### src/hw/rtl/fba_pkg.sv
`timescale 1ns / 1ps
// Shared constants, codes and controller/datapath interface types for the block allocator.
package fba_pkg;

  localparam int DBLK_TOTAL      = 4096;
  localparam int FILE_SLOTS      = 128;
  localparam int BLOCKS_PER_FILE = 32;
  localparam int BLOCK_BYTES     = 8192;

  localparam int SIZE_W  = 24;
  localparam int SLOT_W  = $clog2(FILE_SLOTS);
  localparam int BLK_W   = $clog2(DBLK_TOTAL);
  localparam int BYTES_W = $clog2(BLOCK_BYTES) + 1;
  localparam int FREE_W  = $clog2(DBLK_TOTAL) + 1;
  localparam int CNT_W   = $clog2(BLOCKS_PER_FILE) + 1;
  localparam int BB_SH   = $clog2(BLOCK_BYTES);
  localparam int NEED_W  = SIZE_W - BB_SH + 1;

  // bitmap word organisation
  localparam int WORD_W   = 32;
  localparam int BM_WORDS = DBLK_TOTAL / WORD_W;
  localparam int BM_AW    = $clog2(BM_WORDS);
  localparam int BIT_W    = $clog2(WORD_W);

  // free slot search groups
  localparam int GRP_W  = 16;
  localparam int GRP_N  = FILE_SLOTS / GRP_W;
  localparam int GRP_AW = $clog2(GRP_N);
  localparam int GRP_BW = $clog2(GRP_W);

  localparam int LIST_AW = SLOT_W + $clog2(BLOCKS_PER_FILE);

  typedef enum logic [1:0] {
    ACT_STORE  = 2'd0,
    ACT_DELETE = 2'd1,
    ACT_READ   = 2'd2,
    ACT_NONE   = 2'd3
  } action_t;

  typedef enum logic [2:0] {
    ST_OK      = 3'd0,
    ST_NOSPACE = 3'd1,
    ST_NOSLOT  = 3'd2,
    ST_TOOBIG  = 3'd3,
    ST_UNUSED  = 3'd4
  } status_t;

  typedef enum logic [4:0] {
    OP_NONE,
    OP_CLR,
    OP_LOAD,
    OP_SCAN,
    OP_WORD_RD,
    OP_WORD_LOAD,
    OP_ALLOC,
    OP_WORD_NEXT,
    OP_COMMIT,
    OP_META_RD,
    OP_META_LATCH,
    OP_LIST_RD,
    OP_EMIT_LIST,
    OP_EMIT_ONE,
    OP_DBLK_RD,
    OP_DBLK_CLR,
    OP_DEL_END
  } op_t;

  typedef struct packed {
    op_t     op;
    status_t code;
  } cmd_t;

  typedef struct packed {
    logic    clr_last;
    logic    scan_last;
    logic    slot_found;
    logic    slot_busy;
    logic    over_free;
    logic    over_limit;
    logic    word_full;
    logic    alloc_done;
    logic    list_empty;
    logic    list_last;
    logic    list_end;
    logic    out_free;
    action_t act;
  } dp_stat_t;

endpackage

### src/hw/rtl/fba_ctrl.sv
`timescale 1ns / 1ps
// Sequencing state machine for the block allocator.
module fba_ctrl import fba_pkg::*; (
  input  logic     clk,
  input  logic     rst,
  input  logic     in_valid,
  input  logic [1:0] action,
  output logic     in_ready,
  input  dp_stat_t st,
  output cmd_t     cmd
);

  typedef enum logic [3:0] {
    S_CLEAR, S_IDLE, S_CHECK, S_SCAN, S_DECIDE, S_WORD, S_ALLOC, S_COMMIT,
    S_META, S_LIST, S_LEMIT, S_DEL, S_DBLK, S_DCLR, S_ONE
  } state_t;

  state_t  state, state_next;
  status_t code, code_next;
  op_t     op;

  assign in_ready = (state == S_IDLE);
  assign cmd.op   = op;
  assign cmd.code = code;

  always_comb begin
    state_next = state;
    code_next  = code;
    op         = OP_NONE;
    case (state)
      S_CLEAR: begin
        op = OP_CLR;
        if (st.clr_last) state_next = S_IDLE;
      end
      S_IDLE: begin
        if (in_valid) begin
          op = OP_LOAD;
          case (action_t'(action))
            ACT_STORE:  state_next = S_SCAN;
            ACT_DELETE: state_next = S_CHECK;
            ACT_READ:   state_next = S_CHECK;
            default:    state_next = S_IDLE;
          endcase
        end
      end
      S_CHECK: begin
        if (!st.slot_busy) begin
          code_next  = ST_UNUSED;
          state_next = S_ONE;
        end else begin
          op         = OP_META_RD;
          state_next = S_META;
        end
      end
      S_META: begin
        op         = OP_META_LATCH;
        state_next = (st.act == ACT_DELETE) ? S_DEL : S_LIST;
      end
      S_SCAN: begin
        op = OP_SCAN;
        if (st.scan_last) state_next = S_DECIDE;
      end
      S_DECIDE: begin
        if (st.over_free) begin
          code_next  = ST_NOSPACE;
          state_next = S_ONE;
        end else if (!st.slot_found) begin
          code_next  = ST_NOSLOT;
          state_next = S_ONE;
        end else if (st.over_limit) begin
          code_next  = ST_TOOBIG;
          state_next = S_ONE;
        end else begin
          op         = OP_WORD_RD;
          state_next = S_WORD;
        end
      end
      S_WORD: begin
        op         = OP_WORD_LOAD;
        state_next = S_ALLOC;
      end
      S_ALLOC: begin
        if (st.alloc_done) begin
          state_next = S_COMMIT;
        end else if (st.word_full) begin
          op         = OP_WORD_NEXT;
          state_next = S_WORD;
        end else begin
          op = OP_ALLOC;
        end
      end
      S_COMMIT: begin
        op         = OP_COMMIT;
        state_next = S_LIST;
      end
      S_LIST: begin
        if (st.list_empty) begin
          code_next  = ST_OK;
          state_next = S_ONE;
        end else begin
          op         = OP_LIST_RD;
          state_next = S_LEMIT;
        end
      end
      S_LEMIT: begin
        if (st.out_free) begin
          op         = OP_EMIT_LIST;
          state_next = st.list_last ? S_IDLE : S_LIST;
        end
      end
      S_DEL: begin
        if (st.list_end) begin
          op         = OP_DEL_END;
          code_next  = ST_OK;
          state_next = S_ONE;
        end else begin
          op         = OP_LIST_RD;
          state_next = S_DBLK;
        end
      end
      S_DBLK: begin
        op         = OP_DBLK_RD;
        state_next = S_DCLR;
      end
      S_DCLR: begin
        op         = OP_DBLK_CLR;
        state_next = S_DEL;
      end
      S_ONE: begin
        if (st.out_free) begin
          op         = OP_EMIT_ONE;
          state_next = S_IDLE;
        end
      end
      default: state_next = S_IDLE;
    endcase
  end

  always_ff @(posedge clk) begin
    if (rst) begin
      state <= S_CLEAR;
      code  <= ST_OK;
    end else begin
      state <= state_next;
      code  <= code_next;
    end
  end

endmodule

### config.mk
export PLATFORM = sky130hd
export DESIGN_NAME = fba_ctrl
export DESIGN_NICKNAME = d
export VERILOG_FILES = /design/src/hw/rtl/fba_pkg.sv /design/src/hw/rtl/fba_ctrl.sv
export SDC_FILE = /design/constraint.sdc
export NUM_CORES = 1
export LEC_CHECK = 0
export BUFFER_PORTS_ARGS = -buffer_cell sky130_fd_sc_hd__buf_2
export CORE_MARGIN = 5
export CORE_UTILIZATION = 49
export CTS_CLUSTER_DIAMETER = 100
export DETAILED_ROUTE_END_ITERATION = 7
export PLACE_DENSITY = 0.84
export RECOVER_POWER = 100
export SLEW_MARGIN = 20
export SYNTH_ARGS = -nofsm -noshare
export SYNTH_HDL_FRONTEND = slang
export SYNTH_SLANG_ARGS = --single-unit
### constraint.sdc
create_clock -name clk -period 2.1 [get_ports clk]
set_clock_uncertainty 0.15 [all_clocks]
set_input_delay 0.42 -clock clk [delete_from_list [all_inputs] [get_ports clk]]
set_output_delay 0.42 -clock clk [all_outputs]
set_load 0.02 [all_outputs]
* Yosys cells after proc, flatten, opt, wreduce, memory -nomap -nowiden
Cells that the tools add are included.
** Storage, ports and cells
- Register bits :: 7
- Input port bits :: 19
- Output and inout port bits :: 9
- Logic and storage cells :: 71
** Operators by class
- Eq/ne operators :: 27
- Mux-type cells :: 36
- Reductions and logical operators :: 6
** Operators with widths (number)
- $pmux W5 S15 :: 1
- $mux W4 :: 15
- $pmux W4 S15 :: 1
- $mux W3 :: 12
- $eq A4 B4 Y1 const B :: 7
- $eq A4 B3 Y1 const B :: 4
- $ne A2 B2 Y1 const B :: 8
- $pmux W3 S4 :: 1
- $eq A4 B2 Y1 const B :: 2
- $mux W2 :: 3
- $reduce_and A6 Y1 :: 1
- $mux W5 :: 1
- $reduce_and A5 Y1 :: 1
- $eq A2 B1 Y1 const B :: 2
- $eq A4 B1 Y1 const B :: 1
- $logic_not A4 Y1 :: 1
- $ne A4 B4 Y1 const B :: 1
- $pmux W2 S2 :: 1
- $reduce_bool A4 Y1 :: 1
- $ne A3 B3 Y1 const B :: 1
- $eq A2 B2 Y1 const B :: 1
- $logic_not A2 Y1 :: 1
- $reduce_or A2 Y1 :: 1
- $mux W1 :: 1

* Depth between registers and ports, before layout
Gate-level depths: netlist of the first run.
- Word-level depth :: 5
- Depth in mapped cells :: 6
- Depth with buffers taken out :: 4

* Worst setup path after synthesis of the first run
No wires, ideal clock.
- Path kind :: register -> output
- From :: register state[0]
- To :: output port cmd[7] in the netlist's numbering
- Arrival :: 1.578 ns
- Data required time :: 1.530 ns
- Path slack :: -0.048 ns
- Cell stages (with the launch flop) :: 5
- Path buffers :: 2
- Cell sequence :: dfxtp_1 > buf_2 > buf_2 > nand2_1 > nor4b_1
** RTL lines
- from (decl) :: line fba_ctrl.sv:18 : state_t state, state_next;
- from (signal assigned) :: line fba_ctrl.sv:144 : state <= state_next;
- to (decl) :: line fba_ctrl.sv:10 : output cmd_t cmd

* Final worst setup path of the first run
- From :: register state[1]
- To :: register code[1]
** Between the ends
- Cells in the longest elaborated chain, start to end :: 3
- Elaborated cells between the ends (all ways) :: 11
- Those cells by class :: eq/ne (8); mux (1); reduce/logical (2)
** Ends and longest elaborated chain
- $eq A4 B3 Y1 (tied with other cells) :: line fba_ctrl.sv:30 : case (state)
- $ne A4 B4 Y1 (no source line) (tied with other cells)
- $reduce_and A5 Y1 (no source line)
- to (signal assigned) :: line fba_ctrl.sv:145 : code <= code_next;
- to (decl) :: line fba_ctrl.sv:19 : status_t code, code_next;
Parallel ways exist; a longest one is shown, timed or not.
A chain may end at the register's enable or synchronous reset.

==> results.json, run 1 <==
{
  "drtPass1Iterations": 4,
  "ios": 28,
  "ys_ff_latch": 7,
  "pwr-share-comb": 0.654,
  "p_switching_mw": 0.513,
  "grt_pass1_vias": 985,
  "worstPathArrival_ps": 2060,
  "fillers": 141,
  "use_met1": 0.239,
  "gr-total-overflow": 0,
  "drt-initial-drc-count": 32,
  "coreArea_sq_mm": 0.00169,
  "setup_ws_ps": 57.7,
  "p_leak_nw": 0.468,
  "worstSetupPathType": "reg2reg",
  "grt_usage": 0.205,
  "synth_mux_area_frac": 0.0369,
  "vias": 1036,
  "antenna_found_initial": 0,
  "final_common_cell": "buf_2",
  "grt_max_degree": 16,
  "synthFlopType": "dfxtp_1",
  "grtUsageMet2": 0.371,
  "setup_violations": 0,
  "status": "finished, final reports clean",
  "cts_max_level": 1,
  "mostFrequentLayoutCells": "buf_2, buf_4, a21oi_1",
  "instances_no_fill": 168,
  "drv_cap": 0,
  "crit_path_end_kind": "flop",
  "cp-start-kind": "flop",
  "die-width_microns": 51.6,
  "syn_to_final_growth_pct": 35.4,
  "drive_above_1_share": 0.384,
  "drc": 0,
  "io_buffer_count": 27,
  "cp.required_ps": 2120,
  "dpl.hpwl_mm": 2.03,
  "fp.dieH_microns": 51.6,
  "synth_top_family_by_area": "simple AND/OR/NAND/NOR gates",
  "ys_types": 48,
  "grt_pass1_wl_mm": 4.18,
  "hp-class": "in2reg",
  "synth_compound_area_frac": 0.294,
  "yosysSeqAreaShare": 0.165,
  "cts_buffers": 3,
  "p_int_mw": 0.583,
  "synth_xor_area_frac": 0.0206,
  "wl_per_cell_microns": 15.6,
  "preCtsSetupSlack_ps": 2.82,
  "pwr-share-clk": 0.116,
  "die-area_sq_mm": 0.00266,
  "tightest_slew_ps": 475,
  "yosysWarnings": 0,
  "clkSinkCount": 7,
  "cts-root-buf": "clkbuf_4",
  "dp_cells": 163,
  "holdWs_ps": 320,
  "drt_wl_total_mm": 2.62,
  "ys_async_sr_fraction": 0,
  "fp-row-count": 15,
  "clk_latency_ps": 260,
  "via_per_inst": 6.17,
  "synthSimpleGateAreaFrac": 0.398,
  "relSlewSlack": 0.680,
  "ant_nets": 0,
  "top_usage_layer": "met2",
  "max_freq_mhz": 490,
  "synth-edff-count": 0,
  "postSynthCellCount": 115,
  "power_density_mw_per_mm2": 954,
  "initial_core_util": 0.502,
  "synth_area_sq_um": 848,
  "drv_slew": 0,
  "cts_tree": "yes",
  "clock_path_buffers": 2,
  "clk_pin_slew_ps": 60,
  "fin_crit_ps": 2040,
  "syn_avg_cell_area_sq_um": 7.38,
  "synth_fa_ha_area_frac": 0.0147,
  "syn-num-nets": 135,
  "diodes": 0,
  "hold_viol": 0,
  "irDropWorstVdd_uv": 658,
  "fin_crit_sh": 0.973,
  "place_congestion": 0.898,
  "crit_path_max_fanout": 15,
  "p_sw_frac": 0.468,
  "final_nets": 172,
  "use_met3": 0.0516,
  "sequentialPowerShare": 0.230
}
through the flow:
stage               setup TNS [ps]  area (sq um)  power, mW   util
finish                           0          1150       1.10  0.680
global route                 -20.2          1150       1.18  0.680
CTS                              0          1130       1.08  0.667
detailed placement               0          1070      0.915  0.634
global placement                 0          1070      0.894  0.634
floorplan                        0           855      0.683      -
registers in the layout (all words and copies together), names as in the netlist:
register and flops:
code 3, state 4
timing repair:
action,in CTS,in global routing
pin swaps,0,1
hold buffers,0,0
setup endpoints to repair,6,5
resized for setup,9,8
buffers inserted,0,1
final timing paths:
kind	startpoint	endpoint	slack, ps	cells after the start
max	state[1]	code[1]	60	5
min	rst	code[0]	320	2
max reg2reg	state[1]	code[1]	60	5
min reg2reg	code[2]	code[2]	380	2
power by group through the flow:
stage	Combinational [mW]	Sequential, mW	Clock [mW]
after floorplan	0.502	0.182	0
after global placement	0.667	0.227	0
after detailed placement	0.684	0.230	0
after CTS	0.709	0.239	0.132
after global routing	0.776	0.261	0.139
final	0.717	0.252	0.127
area by class of cell:
class	instances	area, sq um	share of cell area
Timing Repair Buffer	42	248	0.216
Multi-Input combinational cell	94	683	0.595
Clock buffer	4	26.3	0.0229
Sequential cell	7	155	0.135
Tap cell	17	21.3	0.0185
Inverter	4	15.0	0.0131
metal layers:
layer | routed length (microns) | vias up
met5 | 0 | -
met1 | 1090 | 487
met3 | 149 | 4
met4 | 13 | 0
li1 | - | 505
met2 | 1370 | 40
worst max-delay path, stage by stage, from the launching register on:
cell,delay (ps)
dfxtp_4,390
buf_4,180
or4b_1,500
or3_1,380
nor2b_4,150
a211oi_2,190
synth_stat cells (2+ instances only):
| library cell | number | area, sq um |
|---|---|---|
| a21oi_1 | 8 | 40.0 |
| nor2b_1 | 8 | 50.1 |
| dfxtp_1 | 7 | 140 |
| buf_2 | 6 | 30.0 |
| nand2_1 | 6 | 22.5 |
| nand2b_1 | 6 | 37.5 |
| nor2_1 | 6 | 22.5 |
| o21ai_0 | 5 | 25.0 |
| inv_1 | 4 | 15.0 |
| o211ai_1 | 4 | 30.0 |
| a211oi_1 | 3 | 22.5 |
| clkbuf_1 | 3 | 11.3 |
| nor3_1 | 3 | 15.0 |
| or2_2 | 3 | 18.8 |
| a32oi_1 | 2 | 17.5 |
| and3_1 | 2 | 12.5 |
| mux2i_1 | 2 | 20.0 |
| nand3_1 | 2 | 10.0 |
| nor3b_1 | 2 | 15.0 |
| nor4b_1 | 2 | 17.5 |
| nor4bb_1 | 2 | 20.0 |
| o22ai_1 | 2 | 12.5 |
| or3_1 | 2 | 12.5 |
cells by family (layout without fill, tap and decap cells):
family	count (synthesis)	after routing
buffers and inverters	14	50
adders and majority gates	1	1
and+or+nand+nor	52	52
AOI/OAI and AO/OA	36	36
muxes	3	3
DFF	7	7
xor gates and xnor gates	2	2
Note: power is estimated with default switching activity, not from simulation.
==> run 2, diff against run 1 <==
Settings changed: RECOVER_POWER 100 to 50.
Clock period 2.1 ns to 2 ns, I/O delays scaled along.
==> results.json, run 2 (synthesized netlist as in run 1, its figures left out) <==
{
  "cts_hold_buf": 0,
  "worstPathArrival_ps": 1450,
  "hold_viol": 0,
  "r2r_cells": 5,
  "drc": 0,
  "diodes": 0,
  "mostFrequentLayoutCells": "buf_4, buf_2, a21oi_1",
  "cp.required_ps": 1450,
  "status": "finished, final reports clean",
  "dp_cells": 168,
  "whs_path_depth": 2,
  "ios": 28,
  "rsz0062_at_grt": "true",
  "cts_buffers": 3,
  "clock_path_buffers": 2,
  "utilization": 0.744,
  "coreArea_sq_mm": 0.00169,
  "crit_path_end_kind": "primary output",
  "worstSetupPathType": "reg2out",
  "cp-start-kind": "flop",
  "grt_pass1_wl_mm": 4.84,
  "max_freq_mhz": 501,
  "path_buf_inv": 2,
  "die-area_sq_mm": 0.00266,
  "cpLargestDelayFamily": "flip-flops",
  "hp-class": "in2reg",
  "drive_above_1_share": 0.469,
  "cp.depth": 5,
  "grt_usage": 0.243,
  "drv_cap": 0,
  "io_buffer_count": 27,
  "cp_slowest_cell": "dfxtp_4",
  "p_leak_nw": 0.540,
  "grt_pass1_vias": 1079,
  "slowest_delay_ps": 360,
  "worstReg2RegStart": "state[1]",
  "cts-root-buf": "clkbuf_4",
  "die-width_microns": 51.6,
  "crit_start": "state[2]",
  "ant_nets": 0,
  "fp.dieH_microns": 51.6,
  "dpl.hpwl_mm": 2.17,
  "fp-row-count": 15,
  "drt-initial-drc-count": 54,
  "cts_max_level": 1,
  "drv_slew": 0,
  "largest_reg_flops": 4,
  "instances_no_fill": 177,
  "crit_chain": "buf_6 -> nor4b_4 -> a32oi_2 -> o211ai_1 -> buf_4",
  "clk_pin_slew_ps": 50,
  "regMostFlops": "state",
  "design_area_sq_mm": 0.00126,
  "reg_top3": "state x4, code x3",
  "hold_start": "rst",
  "tightest_slew_ps": 461,
  "clk_latency_ps": 260,
  "gr-total-overflow": 0,
  "wl_per_cell_microns": 18.1,
  "crit_path_max_fanout": 7,
  "holdWs_ps": 301,
  "fin_crit_ps": 2000,
  "place_congestion": 0.903,
  "setup_violations": 0,
  "cts_tree": "yes",
  "final_nets": 181,
  "relSlewSlack": 0.692,
  "irDropWorstVdd_uv": 689,
  "final_common_cell": "buf_4",
  "fin_crit_sh": 0.998,
  "drtPass1Iterations": 4,
  "syn_to_final_growth_pct": 48.1,
  "grt_max_degree": 17,
  "power_density_mw_per_mm2": 1040,
  "vias": 1122,
  "drt_wl_total_mm": 3.20,
  "via_per_inst": 6.34,
  "post_dp_cell_area_sq_mm": 0.00111,
  "clkSinkCount": 7,
  "antenna_found_initial": 0,
  "initial_core_util": 0.502
}
-- run 2: cell types whose count changed in the layout (fill, tap and decap cells not counted), sizes merged --
cell	previous run	this run
clkbuf	12	6
buf	34	48
clkinv	0	1
-- run 2: layout make-up --
type	instances	area, sq um
multi-input combinational	94	704
fill	112	433
timing repair buffer	51	333
sequential	7	155
clock buffer	3	22.5
tap	17	21.3
inverter	4	15.0
clock inverter	1	5.00
-- run 2: power by group --
part           switching, mW  leakage [nW]  internal [mW]
logic                  0.482         0.463          0.454
registers             0.0645        0.0597          0.178
clock network         0.0584        0.0177         0.0733
total                  0.604         0.540          0.705
-- run 2: timing repair --
item / in CTS / in global routing
endpoints found under the setup margin: 7 / 9
gates resized for setup: 15 / 18
buffers inserted: 4 / 2
pin swaps: 3 / 7
-- run 2: stage by stage --
stage	power (mW)	setup WS (ps)	TNS (ps)
global route	1.40	-88.2	-220
finish	1.31	3.23	0
global placement	0.970	67.8	0
detailed placement	1.00	-6.61	-6.61
floorplan	0.719	29.7	0
CTS	1.23	-46.9	-47.1
-- run 2: worst paths after layout --
kind                                 end  slack (ps)
worst min register to register   code[2]         370
worst max-delay path              cmd[3]           3
worst max register to register   code[1]          60
worst min-delay path            state[3]         300
-- run 2: metal layers --
layer / routed length (microns) / part of all wire / vias to the layer above / track usage
met2: 1580 / 0.49 / 82 / 0.430
met3: 297 / 0.093 / 19 / 0.0602
li1: - / - / 521 / -
met5: 0 / 0 / - / 0
met4: 131 / 0.041 / 0 / 0.105
met1: 1190 / 0.37 / 500 / 0.273
==> run 3, diff against run 2 <==
--- a/config.mk
+++ b/config.mk
@@ -7,2 +7,3 @@
 export LEC_CHECK = 0
+export ABC_AREA = 1
 export BUFFER_PORTS_ARGS = -buffer_cell sky130_fd_sc_hd__buf_2
@@ -12,3 +13,3 @@
 export DETAILED_ROUTE_END_ITERATION = 7
-export PLACE_DENSITY = 0.84
+export PLACE_DENSITY = 0.85
 export RECOVER_POWER = 50
--- a/constraint.sdc
+++ b/constraint.sdc
@@ -4,2 +4,2 @@
 set_output_delay 0.4 -clock clk [all_outputs]
-set_load 0.02 [all_outputs]
+set_load 0.05 [all_outputs]
==> results.json, run 3 <==
{
  "holdWs_ps": 253,
  "die-width_microns": 50.4,
  "crit_chain": "inv_4 -> nor2_4 -> nand2_1 -> nand2_2 -> inv_2 -> o2111ai_2 -> buf_6",
  "vias": 1120,
  "synthSimpleGateAreaFrac": 0.538,
  "setup_violations": 2,
  "synth_top_cell_area_share": 0.175,
  "p_leak_nw": 0.644,
  "final_common_cell": "nand2_1",
  "syn-num-nets": 159,
  "status": "complete, but fails checks",
  "synthFlopType": "dfxtp_1",
  "antenna_found_initial": 0,
  "largest_reg_flops": 4,
  "yosysSeqAreaShare": 0.175,
  "yosys-top-cells-area": "dfxtp_1, nand2_1, nor2_1, inv_1, nand3_1",
  "final_nets": 207,
  "route.met2.wl_mm": 1.47,
  "irDropWorstVdd_uv": 1090,
  "initial_core_util": 0.525,
  "coreArea_sq_mm": 0.00152,
  "clkSinkCount": 7,
  "synth_area_sq_um": 800,
  "via_per_inst": 5.54,
  "ys_types": 23,
  "drv_cap": 0,
  "syn_avg_cell_area_sq_um": 5.75,
  "synthTopCellsByCount": "nand2_1, nor2_1, inv_1, nand3_1, a21oi_1",
  "wl_met1_mm": 1.14,
  "utilization": 0.813,
  "top_layer_used": "met4",
  "yosysWarnings": 0,
  "drt-initial-drc-count": 41,
  "ios": 28,
  "ys_ff_latch": 7,
  "cp.required_ps": 1450,
  "reg_top3": "state x4, code x3",
  "synth_compound_area_frac": 0.158,
  "p_total_mw": 1.85,
  "ant_nets": 0,
  "met3RoutedLength_microns": 221,
  "crit_path_max_fanout": 6,
  "cpLargestDelayFamily": "flip-flops",
  "fp.dieH_microns": 50.4,
  "mostFrequentLayoutCells": "nand2_1, buf_2, nor2_1",
  "clk_pin_slew_ps": 50,
  "cts_tree": "yes",
  "diodes": 0,
  "syn_to_final_growth_pct": 54.9,
  "relSlewSlack": 0.588,
  "synth-edff-count": 0,
  "io_buffer_count": 27,
  "post_dp_cell_area_sq_mm": 0.00103,
  "cts_max_level": 1,
  "worstSetupPathType": "reg2out",
  "tightest_slew_ps": 620,
  "drv_slew": 0,
  "grt_pass1_wl_mm": 4.51,
  "drtPass1Iterations": 5,
  "power_density_mw_per_mm2": 1490,
  "fin_setup_tns_ps": -32.7,
  "cts-root-buf": "clkbuf_4",
  "setup_ws_ps": -27.4,
  "postSynthCellCount": 139,
  "path_buf_inv": 3,
  "rsz0062_at_grt": "true",
  "drt_wl_total_mm": 2.93,
  "synth_mux_area_frac": 0,
  "fp-row-count": 14,
  "cp_slowest_cell": "dfxtp_4",
  "hp-class": "in2reg",
  "gr-total-overflow": 0,
  "synth_fa_ha_area_frac": 0.0156,
  "cp-start-kind": "flop",
  "drc": 0,
  "clock_path_buffers": 2,
  "hold_viol": 0,
  "cts_buffers": 3,
  "worstPathArrival_ps": 1480,
  "fin_crit_ps": 2030,
  "slowest_delay_ps": 390,
  "synth_xor_area_frac": 0,
  "synth_most_common_cell": "nand2_1",
  "place_congestion": 0.896,
  "grt_usage": 0.224,
  "clk_latency_ps": 240,
  "max_freq_mhz": 493,
  "dpl.hpwl_mm": 2.01,
  "synth_top_family_by_area": "simple AND/OR/NAND/NOR gates",
  "grt_pass1_vias": 993,
  "grt_max_degree": 12,
  "synth_area_leader_cell": "dfxtp_1",
  "violations": "setup timing",
  "ys_async_sr_fraction": 0,
  "regMostFlops": "state",
  "wl_per_cell_microns": 14.5,
  "fin_crit_sh": 1.01,
  "design_area_sq_mm": 0.00124,
  "crit_path_end_kind": "primary output",
  "drive_above_1_share": 0.435,
  "die-area_sq_mm": 0.00254
}
-- run 3: cell types whose count changed after synthesis, moves of 8 or more --
cell | previous run | this run
nand3_1 | 2 | 12
nor2b_1 | 8 | 0
nand2_1 | 6 | 33
nor2_1 | 6 | 20
inv_1 | 4 | 19
-- run 3: what timing repair did --
action / CTS / global route
setup buffers: 6 / 2
setup endpoints to repair: 5 / 5
pin swaps: 6 / 9
hold buffers: 0 / 0
resized for setup: 28 / 13
-- run 3: metal layers --
metal | up-vias | track usage
met5 | - | 0
met4 | 0 | 0.0894
met3 | 12 | 0.0266
met2 | 66 | 0.397
met1 | 488 | 0.271
li1 | 554 | -
-- run 3: path summary, 6_finish.rpt --
kind                  from       end  slack [ps]  depth (start not counted)
hold reg to reg    code[0]   code[0]         340                          2
setup / recovery  state[3]    cmd[6]         -30                          7
hold / removal         rst  state[2]         250                          2
setup reg to reg  state[0]  state[1]         440                         11
-- run 3: area by class of cell --
cell class | instances | area (sq um)
Multi-Input combinational cell | 109 | 649
Timing Repair Buffer | 44 | 303
Fill cell | 125 | 285
Sequential cell | 7 | 153
Inverter | 22 | 87.6
Clock buffer | 4 | 26.3
Tap cell | 16 | 20.0
-- run 3: cells by family after synthesis --
group | count (synthesis)
simple gates | 86
compound gates | 22
buf+inv | 23
fa+ha+maj | 1
flops | 7
-- run 3: power breakdown --
group | total [mW] | switching [mW] | internal (mW)
Clock | 0.123 | 0.0469 | 0.0758
Sequential | 0.266 | 0.0702 | 0.196
Combinational | 1.46 | 0.920 | 0.538
-- run 3: through the flow --
step	setup slack, ps	instances
after global placement	104	190
after floorplan	21.6	139
after detailed placement	69.3	190
after CTS	-0.760	200
final	-27.4	202
after global routing	-141	202
